File: config.mk
export PLATFORM = sky130hd
export DESIGN_NAME = zrbp_drain
export DESIGN_NICKNAME = d
export VERILOG_FILES = /design/src/rtl/core/huffman_zero_run_bit_packer_unit_macros.svh /design/src/rtl/core/zrbp_pkg.sv /design/src/rtl/core/zrbp_drain.sv
export SDC_FILE = /design/constraint.sdc
export NUM_CORES = 1
export LEC_CHECK = 0
export ABC_AREA = 0
export BUFFER_PORTS_ARGS = -buffer_cell sky130_fd_sc_hd__buf_2
export CELL_PAD_IN_SITES_DETAIL_PLACEMENT = 0
export CELL_PAD_IN_SITES_GLOBAL_PLACEMENT = 1
export CORE_ASPECT_RATIO = 1.75
export CORE_UTILIZATION = 23
export DETAILED_ROUTE_END_ITERATION = 8
export HOLD_SLACK_MARGIN = 0.05
export PLACE_DENSITY_LB_ADDON = 0.12
export RECOVER_POWER = 50
export SLEW_MARGIN = 20
export SYNTH_ARGS = -nofsm -noshare
export SYNTH_HDL_FRONTEND = slang
export SYNTH_SLANG_ARGS = --single-unit
File: constraint.sdc
create_clock -name clk -period 4.49 [get_ports clk]
set_clock_uncertainty 0.2 [all_clocks]
set_input_delay 0.898 -clock clk [delete_from_list [all_inputs] [get_ports clk]]
set_output_delay 0.898 -clock clk [all_outputs]
set_load 0.02 [all_outputs]
File: src/rtl/core/huffman_zero_run_bit_packer_unit_macros.svh
// Assertion macros for the zero-run Huffman bit packer RTL
`ifndef HUFFMAN_ZERO_RUN_BIT_PACKER_UNIT_MACROS_SVH
`define HUFFMAN_ZERO_RUN_BIT_PACKER_UNIT_MACROS_SVH

// Consequent must hold in the same cycle as the antecedent
`define ZRBP_ASSERT_NOW(label, clk, rst_n, ante, cons) \
  label: assert property (@(posedge clk) disable iff (!rst_n) (ante) |-> (cons)) \
    else $error("zero-run packer check failed");

// Consequent must hold in the cycle after the antecedent
`define ZRBP_ASSERT_NEXT(label, clk, rst_n, ante, cons) \
  label: assert property (@(posedge clk) disable iff (!rst_n) (ante) |=> (cons)) \
    else $error("zero-run packer check failed");

`endif

File: src/rtl/core/zrbp_pkg.sv
// Shared types and constants of the zero-run Huffman bit packer
`timescale 1ns / 1ps
package zrbp_pkg;

  localparam int RUN_W     = 15;  // zero run counter width
  localparam int OFF_W     = 14;  // widest run offset field
  localparam int OFF_LEN_W = 4;

  localparam logic MODE_LOAD = 1'b0;
  localparam logic MODE_DATA = 1'b1;

  // Code table slots used by zero runs
  localparam logic [8:0] SLOT_ZERO      = 9'd0;
  localparam logic [8:0] SLOT_RUN_PAIR  = 9'd256;
  localparam logic [8:0] SLOT_RUN_SHORT = 9'd257;
  localparam logic [8:0] SLOT_RUN_MID   = 9'd258;
  localparam logic [8:0] SLOT_RUN_LONG  = 9'd259;
  localparam logic [8:0] SLOT_RUN_HUGE  = 9'd260;

  // Run class boundaries
  localparam logic [RUN_W-1:0] RUN_ONE        = 15'd1;
  localparam logic [RUN_W-1:0] RUN_TWO        = 15'd2;
  localparam logic [RUN_W-1:0] RUN_BASE_SHORT = 15'd3;
  localparam logic [RUN_W-1:0] RUN_BASE_MID   = 15'd7;
  localparam logic [RUN_W-1:0] RUN_BASE_LONG  = 15'd23;
  localparam logic [RUN_W-1:0] RUN_BASE_HUGE  = 15'd279;

  // Offset bit counts per run class
  localparam logic [OFF_LEN_W-1:0] OFF_LEN_NONE  = 4'd0;
  localparam logic [OFF_LEN_W-1:0] OFF_LEN_SHORT = 4'd2;
  localparam logic [OFF_LEN_W-1:0] OFF_LEN_MID   = 4'd4;
  localparam logic [OFF_LEN_W-1:0] OFF_LEN_LONG  = 4'd8;
  localparam logic [OFF_LEN_W-1:0] OFF_LEN_HUGE  = 4'd14;

  typedef struct packed {
    logic        mode;
    logic [8:0]  table_index;
    logic [31:0] code_value;
    logic [5:0]  code_length;
    logic [7:0]  data_byte;
    logic        end_of_block;
  } in_item_t;

  typedef struct packed {
    logic [7:0] out_byte;
    logic       out_last;
  } out_item_t;

endpackage

File: src/rtl/core/zrbp_drain.sv
// Bit accumulator and output byte register
`timescale 1ns / 1ps
module zrbp_drain
  import zrbp_pkg::*;
#(
  parameter int CW  = 78,
  parameter int CLW = 7
) (
  input  logic           clk,
  input  logic           rst_n,
  input  logic           chunk_valid,
  output logic           chunk_ready,
  input  logic [CW-1:0]  chunk_bits,
  input  logic [CLW-1:0] chunk_len,
  input  logic           chunk_eob,
  output logic           out_valid,
  input  logic           out_ready,
  output out_item_t      out_data
);

  localparam int ACC_W = CW + 7;
  localparam int ACW   = $clog2(ACC_W + 1);

  logic [ACC_W-1:0] acc_r, acc_nxt, acc_a;
  logic [ACW-1:0]   cnt_r, cnt_nxt, cnt_a;
  logic             fin_r, fin_nxt;
  logic             out_valid_r;
  out_item_t        out_data_r;
  logic             slot_free, can_emit, emit, done_a, merge;

  assign slot_free = !out_valid_r || out_ready;
  assign can_emit  = (cnt_r >= ACW'(8)) || (fin_r && cnt_r != '0);
  assign emit      = can_emit && slot_free;

  always_comb begin
    acc_a = acc_r;
    cnt_a = cnt_r;
    if (emit) begin
      acc_a = acc_r >> 8;
      cnt_a = (cnt_r >= ACW'(8)) ? cnt_r - ACW'(8) : '0;
    end
  end

  // take the next transaction once no full byte and no pad byte is left
  assign done_a      = (cnt_a < ACW'(8)) && !(fin_r && cnt_a != '0);
  assign chunk_ready = done_a;
  assign merge       = chunk_valid && done_a;

  always_comb begin
    acc_nxt = acc_a;
    cnt_nxt = cnt_a;
    fin_nxt = fin_r;
    if (merge) begin
      acc_nxt = acc_a | (ACC_W'(chunk_bits) << cnt_a[2:0]);
      cnt_nxt = cnt_a + ACW'(chunk_len);
      fin_nxt = chunk_eob;
    end
  end

  always_ff @(posedge clk) begin
    if (!rst_n) begin
      acc_r       <= '0;
      cnt_r       <= '0;
      fin_r       <= 1'b0;
      out_valid_r <= 1'b0;
    end else begin
      acc_r <= acc_nxt;
      cnt_r <= cnt_nxt;
      fin_r <= fin_nxt;
      if (emit) begin
        out_valid_r <= 1'b1;
      end else if (out_ready) begin
        out_valid_r <= 1'b0;
      end
    end
  end

  always_ff @(posedge clk) begin
    if (emit) begin
      out_data_r.out_byte <= acc_r[7:0];
      out_data_r.out_last <= fin_r && cnt_a == '0;
    end
  end

  assign out_valid = out_valid_r;
  assign out_data  = out_data_r;

endmodule

# Word level (Yosys, flattened, before mapping)
# Cells that the tools add are included.
classes:
  addsub: 2
  order_cmp: 2
  shifts: 1
  mux: 7
  bitwise_logic: 1
  n_reduce_logical: 14
ops:
  columns: ["cell", "n"]
  rows:
  - ["$mux 85", 2]
  - ["$or 85x85->85", 1]
  - ["$shl 78x3->85", 1]
  - ["$mux 7", 3]
  - ["$reduce_bool 7->1", 2]
  - ["$add 7x7->7", 1]
  - ["$ge 7x4->1 const B", 1]
  - ["$logic_not 7->1", 1]
  - ["$lt 7x4->1 const B", 1]
  - ["$sub 7x4->7 const B", 1]
  - ["$logic_and 1x1->1", 6]
  - ["$logic_not 1->1", 2]
  - ["$logic_or 1x1->1", 2]
  - ["$mux 1", 2]
  - ["$reduce_bool 2->1", 1]
word_totals:
  ff_bits: 103
  inputBits: 90
  output_inout_bits: 11
  word_cells: 33

# Longest topological paths before layout
# Gate-level depths: netlist of run 1.
logic_depth:
  ltp_word: 11
  mapped_depth: 14
  mapped_depth_nobuf: 12

# Worst setup path before layout of run 1
# Ideal clock, no wire load.
synth_timing:
  path_kind: "input -> register"
  from: "in out_ready"
  to: "reg cnt_r[6]"
  setup_time_ps: 87
  arrival_ps: 3297
  required_time_ps: 4203
  path_slack_ps: 906
  stages: 13
  path_buffers: 2
  path_cell_list: "nand2b_1 clkbuf_1 a31oi_1 clkbuf_1 ha_1 inv_1 fa_1 nor2b_1 nor3_1 o21bai_1 a21oi_1 xor2_1 o31ai_1"
synth_between:
  elab_chain_cells: 9
  word_cells_on_any_way: 11
  classes_between: "1 x add/sub; 1 x order compare; 2 x mux; 7 x reduce/logical"
synth_rtl:
  columns: ["element", "line", "rtl"]
  rows:
  - ["from (decl)", "zrbp_drain.sv:17", "input logic out_ready,"]
  - ["$logic_or 1x1->1 *", "zrbp_drain.sv:31", "assign slot_free = !out_valid_r || out_ready;"]
  - ["$logic_and 1x1->1 *", "zrbp_drain.sv:33", "assign emit = can_emit && slot_free;"]
  - ["$mux 7 *", "zrbp_drain.sv:38", "if (emit) begin"]
  - ["parallel branches: the longest is 5 deep, another holds $lt 7x4->1", null, null]
  - ["$mux 7 *", "zrbp_drain.sv:53", "if (merge) begin"]
  - ["to (signal assigned)", "zrbp_drain.sv:68", "cnt_r <= cnt_nxt;"]
  - ["to (decl)", "zrbp_drain.sv:25", "logic [ACW-1:0] cnt_r, cnt_nxt, cnt_a;"]
# Every way passes the cells marked *.
# A chain may end at the register's enable or synchronous reset.

# Worst setup path after layout of run 1
layout_timing:
  from: "reg cnt_r[0]"
  to: "out chunk_ready"
layout_between:
  elab_chain_cells: 9
  word_cells_on_any_way: 13
  classes_between: "1 x add/sub; 2 x order compare; 2 x mux; 8 x reduce/logical"
layout_rtl:
  columns: ["element", "line", "rtl"]
  rows:
  - ["parallel branches: the longest is 4 deep, another holds $sub 7x4->7", null, null]
  - ["$mux 7 *", "zrbp_drain.sv:38", null]
  - ["parallel branches: the longest is 3 deep, another holds $lt 7x4->1", null, null]
  - ["$logic_and 1x1->1 *", "zrbp_drain.sv:45", "assign done_a = (cnt_a < ACW'(8)) && !(fin_r && cnt_a != '0);"]
  - ["to (decl)", "zrbp_drain.sv:12", "output logic chunk_ready,"]
# Marked as above.

==> flow_metrics.tcl, run 1 <==
set metrics [dict create \
    p_per_area_nw_per_um2 677.6 \
    gr-usage-all-layers 0.1967 \
    synth_cells 1198 \
    post-route-min-period_ns 3.958 \
    ys_types 59 \
    fin_crit_sh 0.8815 \
    post-cts-setup-buffers 0 \
    status "finished clean" \
    async_reset_ff_frac 0 \
    cts_hold_buf 0 \
    max_cap_violations 0 \
    cp_top_family "compound AO/OA/AOI/OAI gates" \
    clk_latency_ns 0.37 \
    pin_count 101 \
    clk_pin_slew_worst_paths_ns 0.08 \
    tritoncts "done" \
    die_w_um 150.6 \
    yosysSeqAreaShare 0.2423 \
    grt_pass1_vias 9193 \
    p_leak_nw 3.634 \
    syn2layout_area_growth_pct 12.66 \
    synthesis.area_um2 8882 \
    final_cell_area_um2 10010 \
    fin_nets 1308 \
    final_cell_mix "215 x nor2_1, 139 x o22ai_1, 91 x dfxtp_1" \
    fill_cells 4278 \
    cts_buffers 9 \
    cp_slowest_cell "o31ai_1" \
    drc 0 \
    ant_nets 0 \
    cts_max_level 3 \
    hold_path.class "flop to flop" \
    finalSetupTns_ns 0 \
    worstMarginPinSlew_ns 1.003 \
    drt-initial-drc-count 580 \
    synth_fp_nets 1298 \
    cp.required_ns 3.39 \
    critPathMaxFanout 40 \
    dr.pass1.iters 5 \
    crit_chain "nor4_1, clkbuf_1, a21oi_1, o31ai_1, or4_1, a21oi_1, buf_2" \
    dp.cells 1677 \
    place_congestion 0.7962 \
    die-area_um2 39440 \
    path_buf_inv 2 \
    grt_max_degree 84 \
    rsz0062_at_grt "no" \
    syn_avg_cell_area_um2 7.414 \
    final_hold_viol_count 0 \
    root_buffer "clkbuf_16" \
    initial_core_util 0.2345 \
    rows 94 \
    grt_pass1_wl_mm 58.08 \
    core_area_um2 37870 \
    synth-edff-count 9 \
    ys_warn_count 0 \
    fin_cells 1693 \
    place_area_um2 9787 \
    critPathKind "flop to output port" \
    grt_remaining_overflow 0 \
    dp_hpwl_mm 26.92 \
    ctsResizeCount 0 \
    io_buffer_count 100 \
    avgRoutedWirePerCell_um 22.71 \
    cts_max_path_buffers 2 \
    dieHeight_um 262.0 \
    arrival_ns 2.86 \
    peakVddDrop_mv 0.2283 \
    relSlewSlack 0.3250 \
    synthFlopType "dfxtp_1" \
    drive_gt1_frac 0.1772 \
    insertedDiodeCount 0 \
    max_freq_ghz 0.2527 \
    setup_violations 0 \
    final_core_util 0.2642 \
    end_kind "output port" \
    antenna_found_initial 1 \
    vias_per_cell 5.408 \
    final_common_cell "nor2_1" \
    drt_wl_total_mm 38.45 \
    routed-via-count 9155 \
    p_total_w 0.006781 \
    cts_sinks 103 \
    slowest_delay_ns 0.54 \
    ys_ff_latch 103 \
    maxSlewViolCount 0 \
    start_kind "flop" \
    path_common_cell "a21oi_1" \
]
-- through the flow --
step           hold WS [ns]  setup WS [ns]
4_1_cts              0.2348         0.4666
3_5_place_dp         0.2162         0.7562
6_report             0.2333         0.5320
5_1_grt              0.2561         0.3569
2_1_floorplan        0.2076         0.9058
3_3_place_gp         0.2156         0.7294
-- registers in the layout, summed over array words and instances (netlist names) --
signal / count
fin_r: 1
out_data: 9
cnt_r: 7
acc_r: 85
out_valid: 1
-- synth_stat cells (14+ instances only) --
master / number / area [um2]
nor2_1: 215 / 807.0
o22ai_1: 139 / 869.6
dfxtp_1: 94 / 1882
clkbuf_1: 90 / 337.8
mux2i_1: 86 / 860.8
o21ai_0: 78 / 390.4
nand3_1: 68 / 340.3
mux2_2: 67 / 754.5
a211oi_1: 66 / 495.5
a22oi_1: 63 / 473.0
nand2_1: 40 / 150.1
a21oi_1: 33 / 165.2
buf_1: 19 / 71.32
buf_2: 14 / 70.07
-- cells by family (layout without fill, tap and decap cells) --
family | after synthesis | after routing | share of synthesized area
AO/OA/AOI/OAI | 424 | 424 | 0.3146
XOR/XNOR | 4 | 4 | 0.003945
adder cells (fa/ha/maj) | 10 | 10 | 0.01493
buffers and inverters | 141 | 156 | 0.06409
flip-flops | 103 | 103 | 0.2423
multiplexers | 153 | 153 | 0.1819
AND/OR/NAND/NOR | 363 | 363 | 0.1783
-- final timing paths --
kind	startpoint	end	cells past startpoint	slack, ns
worst max-delay path	cnt_r[0]$_SDFF_PN0_	chunk_ready	7	0.53
worst min-delay path	acc_r[6]$_SDFF_PN0_	out_data[7]$_DFFE_PP_	0	0.23
worst max register to register	cnt_r[0]$_SDFF_PN0_	acc_r[83]$_SDFF_PN0_	8	0.76
worst min register to register	acc_r[6]$_SDFF_PN0_	out_data[7]$_DFFE_PP_	0	0.23
-- metal layers --
layer | global-route usage | up-vias | part of all wire
met3 | 0.02049 | 46 | 0.028
met4 | 0.08923 | 2 | 0.041
li1 | - | 4529 | -
met5 | 0 | - | 0.00029
met1 | 0.2088 | 4401 | 0.38
met2 | 0.3812 | 177 | 0.55
-- where the power goes --
group | internal [W] | switching (W) | leakage [nW] | total (W)
clock | 0.000395 | 0.000428 | 0.148 | 0.000823
sequential | 0.00131 | 0.000320 | 0.859 | 0.00163
combinational | 0.00166 | 0.00267 | 2.63 | 0.00433
total | 0.00336 | 0.00342 | 3.63 | 0.00678
-- worst reg2reg max path, stage by stage, from the launching register on --
cell and delay (ns):
dfxtp_4 0.52, nor4_1 0.43, clkbuf_1 0.43, a21oi_1 0.14
o31ai_1 0.54, nor4_1 0.26, nand2_2 0.15, buf_4 0.70
o21ai_0 0.23
-- layout make-up --
| cell class | instances | area, um2 | share of cell area |
|---|---|---|---|
| timing repair buffer | 128 | 749.5 | 0.07489 |
| multi-input combinational | 954 | 6151 | 0.6147 |
| sequential | 103 | 2161 | 0.2159 |
| inverter | 12 | 45.04 | 0.004501 |
| clock buffer | 9 | 225.2 | 0.02251 |
| tap | 480 | 600.6 | 0.06001 |
| clock inverter | 7 | 75.07 | 0.007502 |
No activity file was read; power rests on OpenSTA's default activity.
==> inputs of run 2 (changes only) <==
--- a/config.mk
+++ b/config.mk
@@ -5,11 +5,11 @@
 export SDC_FILE = /design/constraint.sdc
 export NUM_CORES = 1
 export LEC_CHECK = 0
-export ABC_AREA = 0
+export ABC_AREA = 1
 export BUFFER_PORTS_ARGS = -buffer_cell sky130_fd_sc_hd__buf_2
 export CELL_PAD_IN_SITES_DETAIL_PLACEMENT = 0
 export CELL_PAD_IN_SITES_GLOBAL_PLACEMENT = 1
-export CORE_ASPECT_RATIO = 1.75
+export CORE_ASPECT_RATIO = 0.6
 export CORE_UTILIZATION = 23
 export DETAILED_ROUTE_END_ITERATION = 8
 export HOLD_SLACK_MARGIN = 0.05
==> run 2 against run 1 <==
Net effect:
- largest cell class unchanged
- highest routed layer unchanged
- global-route usage decreased by 3.1 points
- synthesized area fell by 16%
- the run now ends with design-rule violations left
- critical path depth grew 7
- die area is 16% lower
==> flow_metrics.tcl, run 2 <==
set metrics [dict create \
    status "finished with violations" \
    violations "design-rule violations" \
    die_w_um 234.0 \
    ant_nets 0 \
    path_buf_inv 5 \
    final_common_cell "nand3_1" \
    pin_count 101 \
    max_freq_ghz 0.2539 \
    drt_wl_total_mm 26.83 \
    hp-start "acc_r[1]$_SDFF_PN0_" \
    synth_cells 1157 \
    synth-edff-count 9 \
    ys_ff_latch 103 \
    clk_latency_ns 0.36 \
    avgRoutedWirePerCell_um 16.59 \
    p_int_w 0.003302 \
    fin_nets 1296 \
    grt_pass1_vias 7343 \
    drc 5 \
    synthesis.area_um2 7426 \
    post-route-min-period_ns 3.939 \
    p_switching_w 0.003994 \
    hold_path.class "flop to flop" \
    synth.top_cells.by_count "385 x nand3_1, 312 x nand2_1, 94 x a21oi_1, 94 x dfxtp_1, 61 x mux2i_1" \
    synthFlopType "dfxtp_1" \
    slowest_delay_ns 0.38 \
    cts_hold_buf 0 \
    cp.required_ns 3.39 \
    maxSlewViolCount 0 \
    rows 50 \
    dr.pass1.iters 9 \
    p_per_area_nw_per_um2 866.4 \
    multiInputGateArea_um2 4707 \
    ys_top_cells_by_area "nand3_1 26%, dfxtp_1 25%, nand2_1 16%, mux2i_1 8.2%, a21oi_1 6.3%" \
    finalSetupTns_ns 0 \
    vias_per_cell 4.843 \
    worstSetupStartpoint "cnt_r[3]$_SDFF_PN0_" \
    p_leak_nw 3.751 \
    syn2layout_area_growth_pct 13.40 \
    root_buffer "clkbuf_16" \
    io_buffer_count 100 \
    arrival_ns 2.84 \
    clk_pin_slew_worst_paths_ns 0.08 \
    yosysMostFrequentCell "nand3_1" \
    setup_violations 0 \
    grt_max_degree 84 \
    power_frac_clock 0.109 \
    critPathKind "flop to output port" \
    path_common_cell "nand2_1" \
    cts_max_level 3 \
    ys_types 31 \
    cts_sinks 103 \
    synth_fp_nets 1257 \
    initial_core_util 0.2360 \
    ctsResizeCount 0 \
    drive_gt1_frac 0.1132 \
    p_total_w 0.007296 \
    synth_top_area_cell "nand3_1" \
    fill_cells 3596 \
    top_register "acc_r" \
    cp_top_family "simple AND/OR/NAND/NOR gates" \
    insertedDiodeCount 0 \
    yosys.area.top_type_share 0.2595 \
    seqPwrFrac 0.212 \
    crit_chain "inv_1, ha_1, nor3b_1, nand2_2, inv_1, nand2_1, nand2_4, inv_1, nand2_1, nand2_1, inv_2, nand2_1, nor2_1, buf_2" \
    yosysSeqAreaShare 0.2898 \
    combPwrFrac 0.678 \
    ys_warn_count 0 \
    largest_reg_flops 85 \
    tritoncts "done" \
    end_kind "output port" \
    grt_remaining_overflow 0 \
    routed-via-count 7831 \
    max_cap_violations 0 \
    cts_max_path_buffers 2 \
    async_reset_ff_frac 0 \
    critPathMaxFanout 26 \
    syn_avg_cell_area_um2 6.418 \
    relSlewSlack 0.1618 \
    fin_crit_sh 0.8773 \
    die-area_um2 33030 \
    core_area_um2 31470 \
    rr_startpoint "cnt_r[3]$_SDFF_PN0_" \
    cts_buffers 9 \
    rsz0062_at_grt "no" \
    dp_hpwl_mm 19.47 \
    worstMarginPinSlew_ns 1.257 \
    final_cell_mix "385 x nand3_1, 311 x nand2_1, 94 x a21oi_1" \
    gr-usage-all-layers 0.1653 \
    final_hold_viol_count 0 \
    start_kind "flop" \
    dieHeight_um 141.2 \
    cp_slowest_cell "nand2_4" \
    grt_pass1_wl_mm 42.68 \
    p_sw_frac 0.5474 \
    drt-initial-drc-count 694 \
    peakVddDrop_mv 0.5782 \
    seq_area_um2 2153 \
    antenna_found_initial 1 \
    place_congestion 0.7765 \
    post-cts-setup-buffers 0 \
]
[run 2: changes by cell type after synthesis, sizes merged, moves of 25 or more]
cell	delta
nand3	+319
nand2	+277
nor2	-190
o22ai	-139
a211oi	-67
mux2	-67
a22oi	-63
a21oi	+61
o21ai	-59
clkbuf	-55
inv	+25
mux2i	-25
[run 2: through the flow]
stage                     setup slack, ns  instances  cell area [um2]    util  hold WS [ns]
after global routing               0.2489       1617             8421  0.2676        0.2513
after CTS                          0.6640       1617             8458  0.2688        0.2335
after global placement             0.9057       1601             8172  0.2597        0.2198
after detailed placement           0.9108       1601             8172  0.2597        0.2212
after floorplan                     1.181       1157             7426       -        0.2080
final                              0.5507       1617             8421  0.2676        0.2321
[run 2: cell type report]
| cell class | count | area share |
|---|---|---|
| multi-input combinational | 930 | 0.5590 |
| sequential | 103 | 0.2557 |
| timing repair buffer | 116 | 0.07325 |
| tap | 416 | 0.06181 |
| clock buffer | 9 | 0.02675 |
| inverter | 36 | 0.01620 |
| clock inverter | 7 | 0.007281 |
[run 2: power groups by stage]
stage          Clock (W)  Sequential (W)  Combinational (W)
2_1_floorplan          0         0.00151            0.00379
3_3_place_gp           0         0.00157            0.00507
3_5_place_dp           0         0.00157            0.00503
4_1_cts         0.000827         0.00155            0.00504
5_1_grt         0.000864         0.00160            0.00565
6_report        0.000797         0.00155            0.00495
[run 2: kinds of logic after synthesis]
family                     count (synthesis)  synth area share
muxes                                     61           0.08222
xor gates and xnor gates                   7          0.008256
buffers and inverters                    124           0.07650
and+or+nand+nor                          737            0.4472
DFF                                      103            0.2898
AOI/OAI and AO/OA                        115           0.07818
adders and majority gates                 10           0.01786
[run 2: per-layer routing]
layer	wire length (um)	up-vias	global-route usage
met5	13	-	0
met4	106	2	0.01538
met3	1038	9	0.02731
met2	9809	145	0.2130
met1	15860	3636	0.2793
li1	-	4039	-
[run 2: path summary, 6_finish.rpt]
| path | to | slack, ns | cells after the start |
|---|---|---|---|
| min reg2reg | out_data[2]$_DFFE_PP_ | 0.23 | 0 |
| max reg2reg | acc_r[4]$_SDFF_PN0_ | 0.69 | 16 |
| max | chunk_ready | 0.55 | 14 |
| min | out_data[2]$_DFFE_PP_ | 0.23 | 0 |
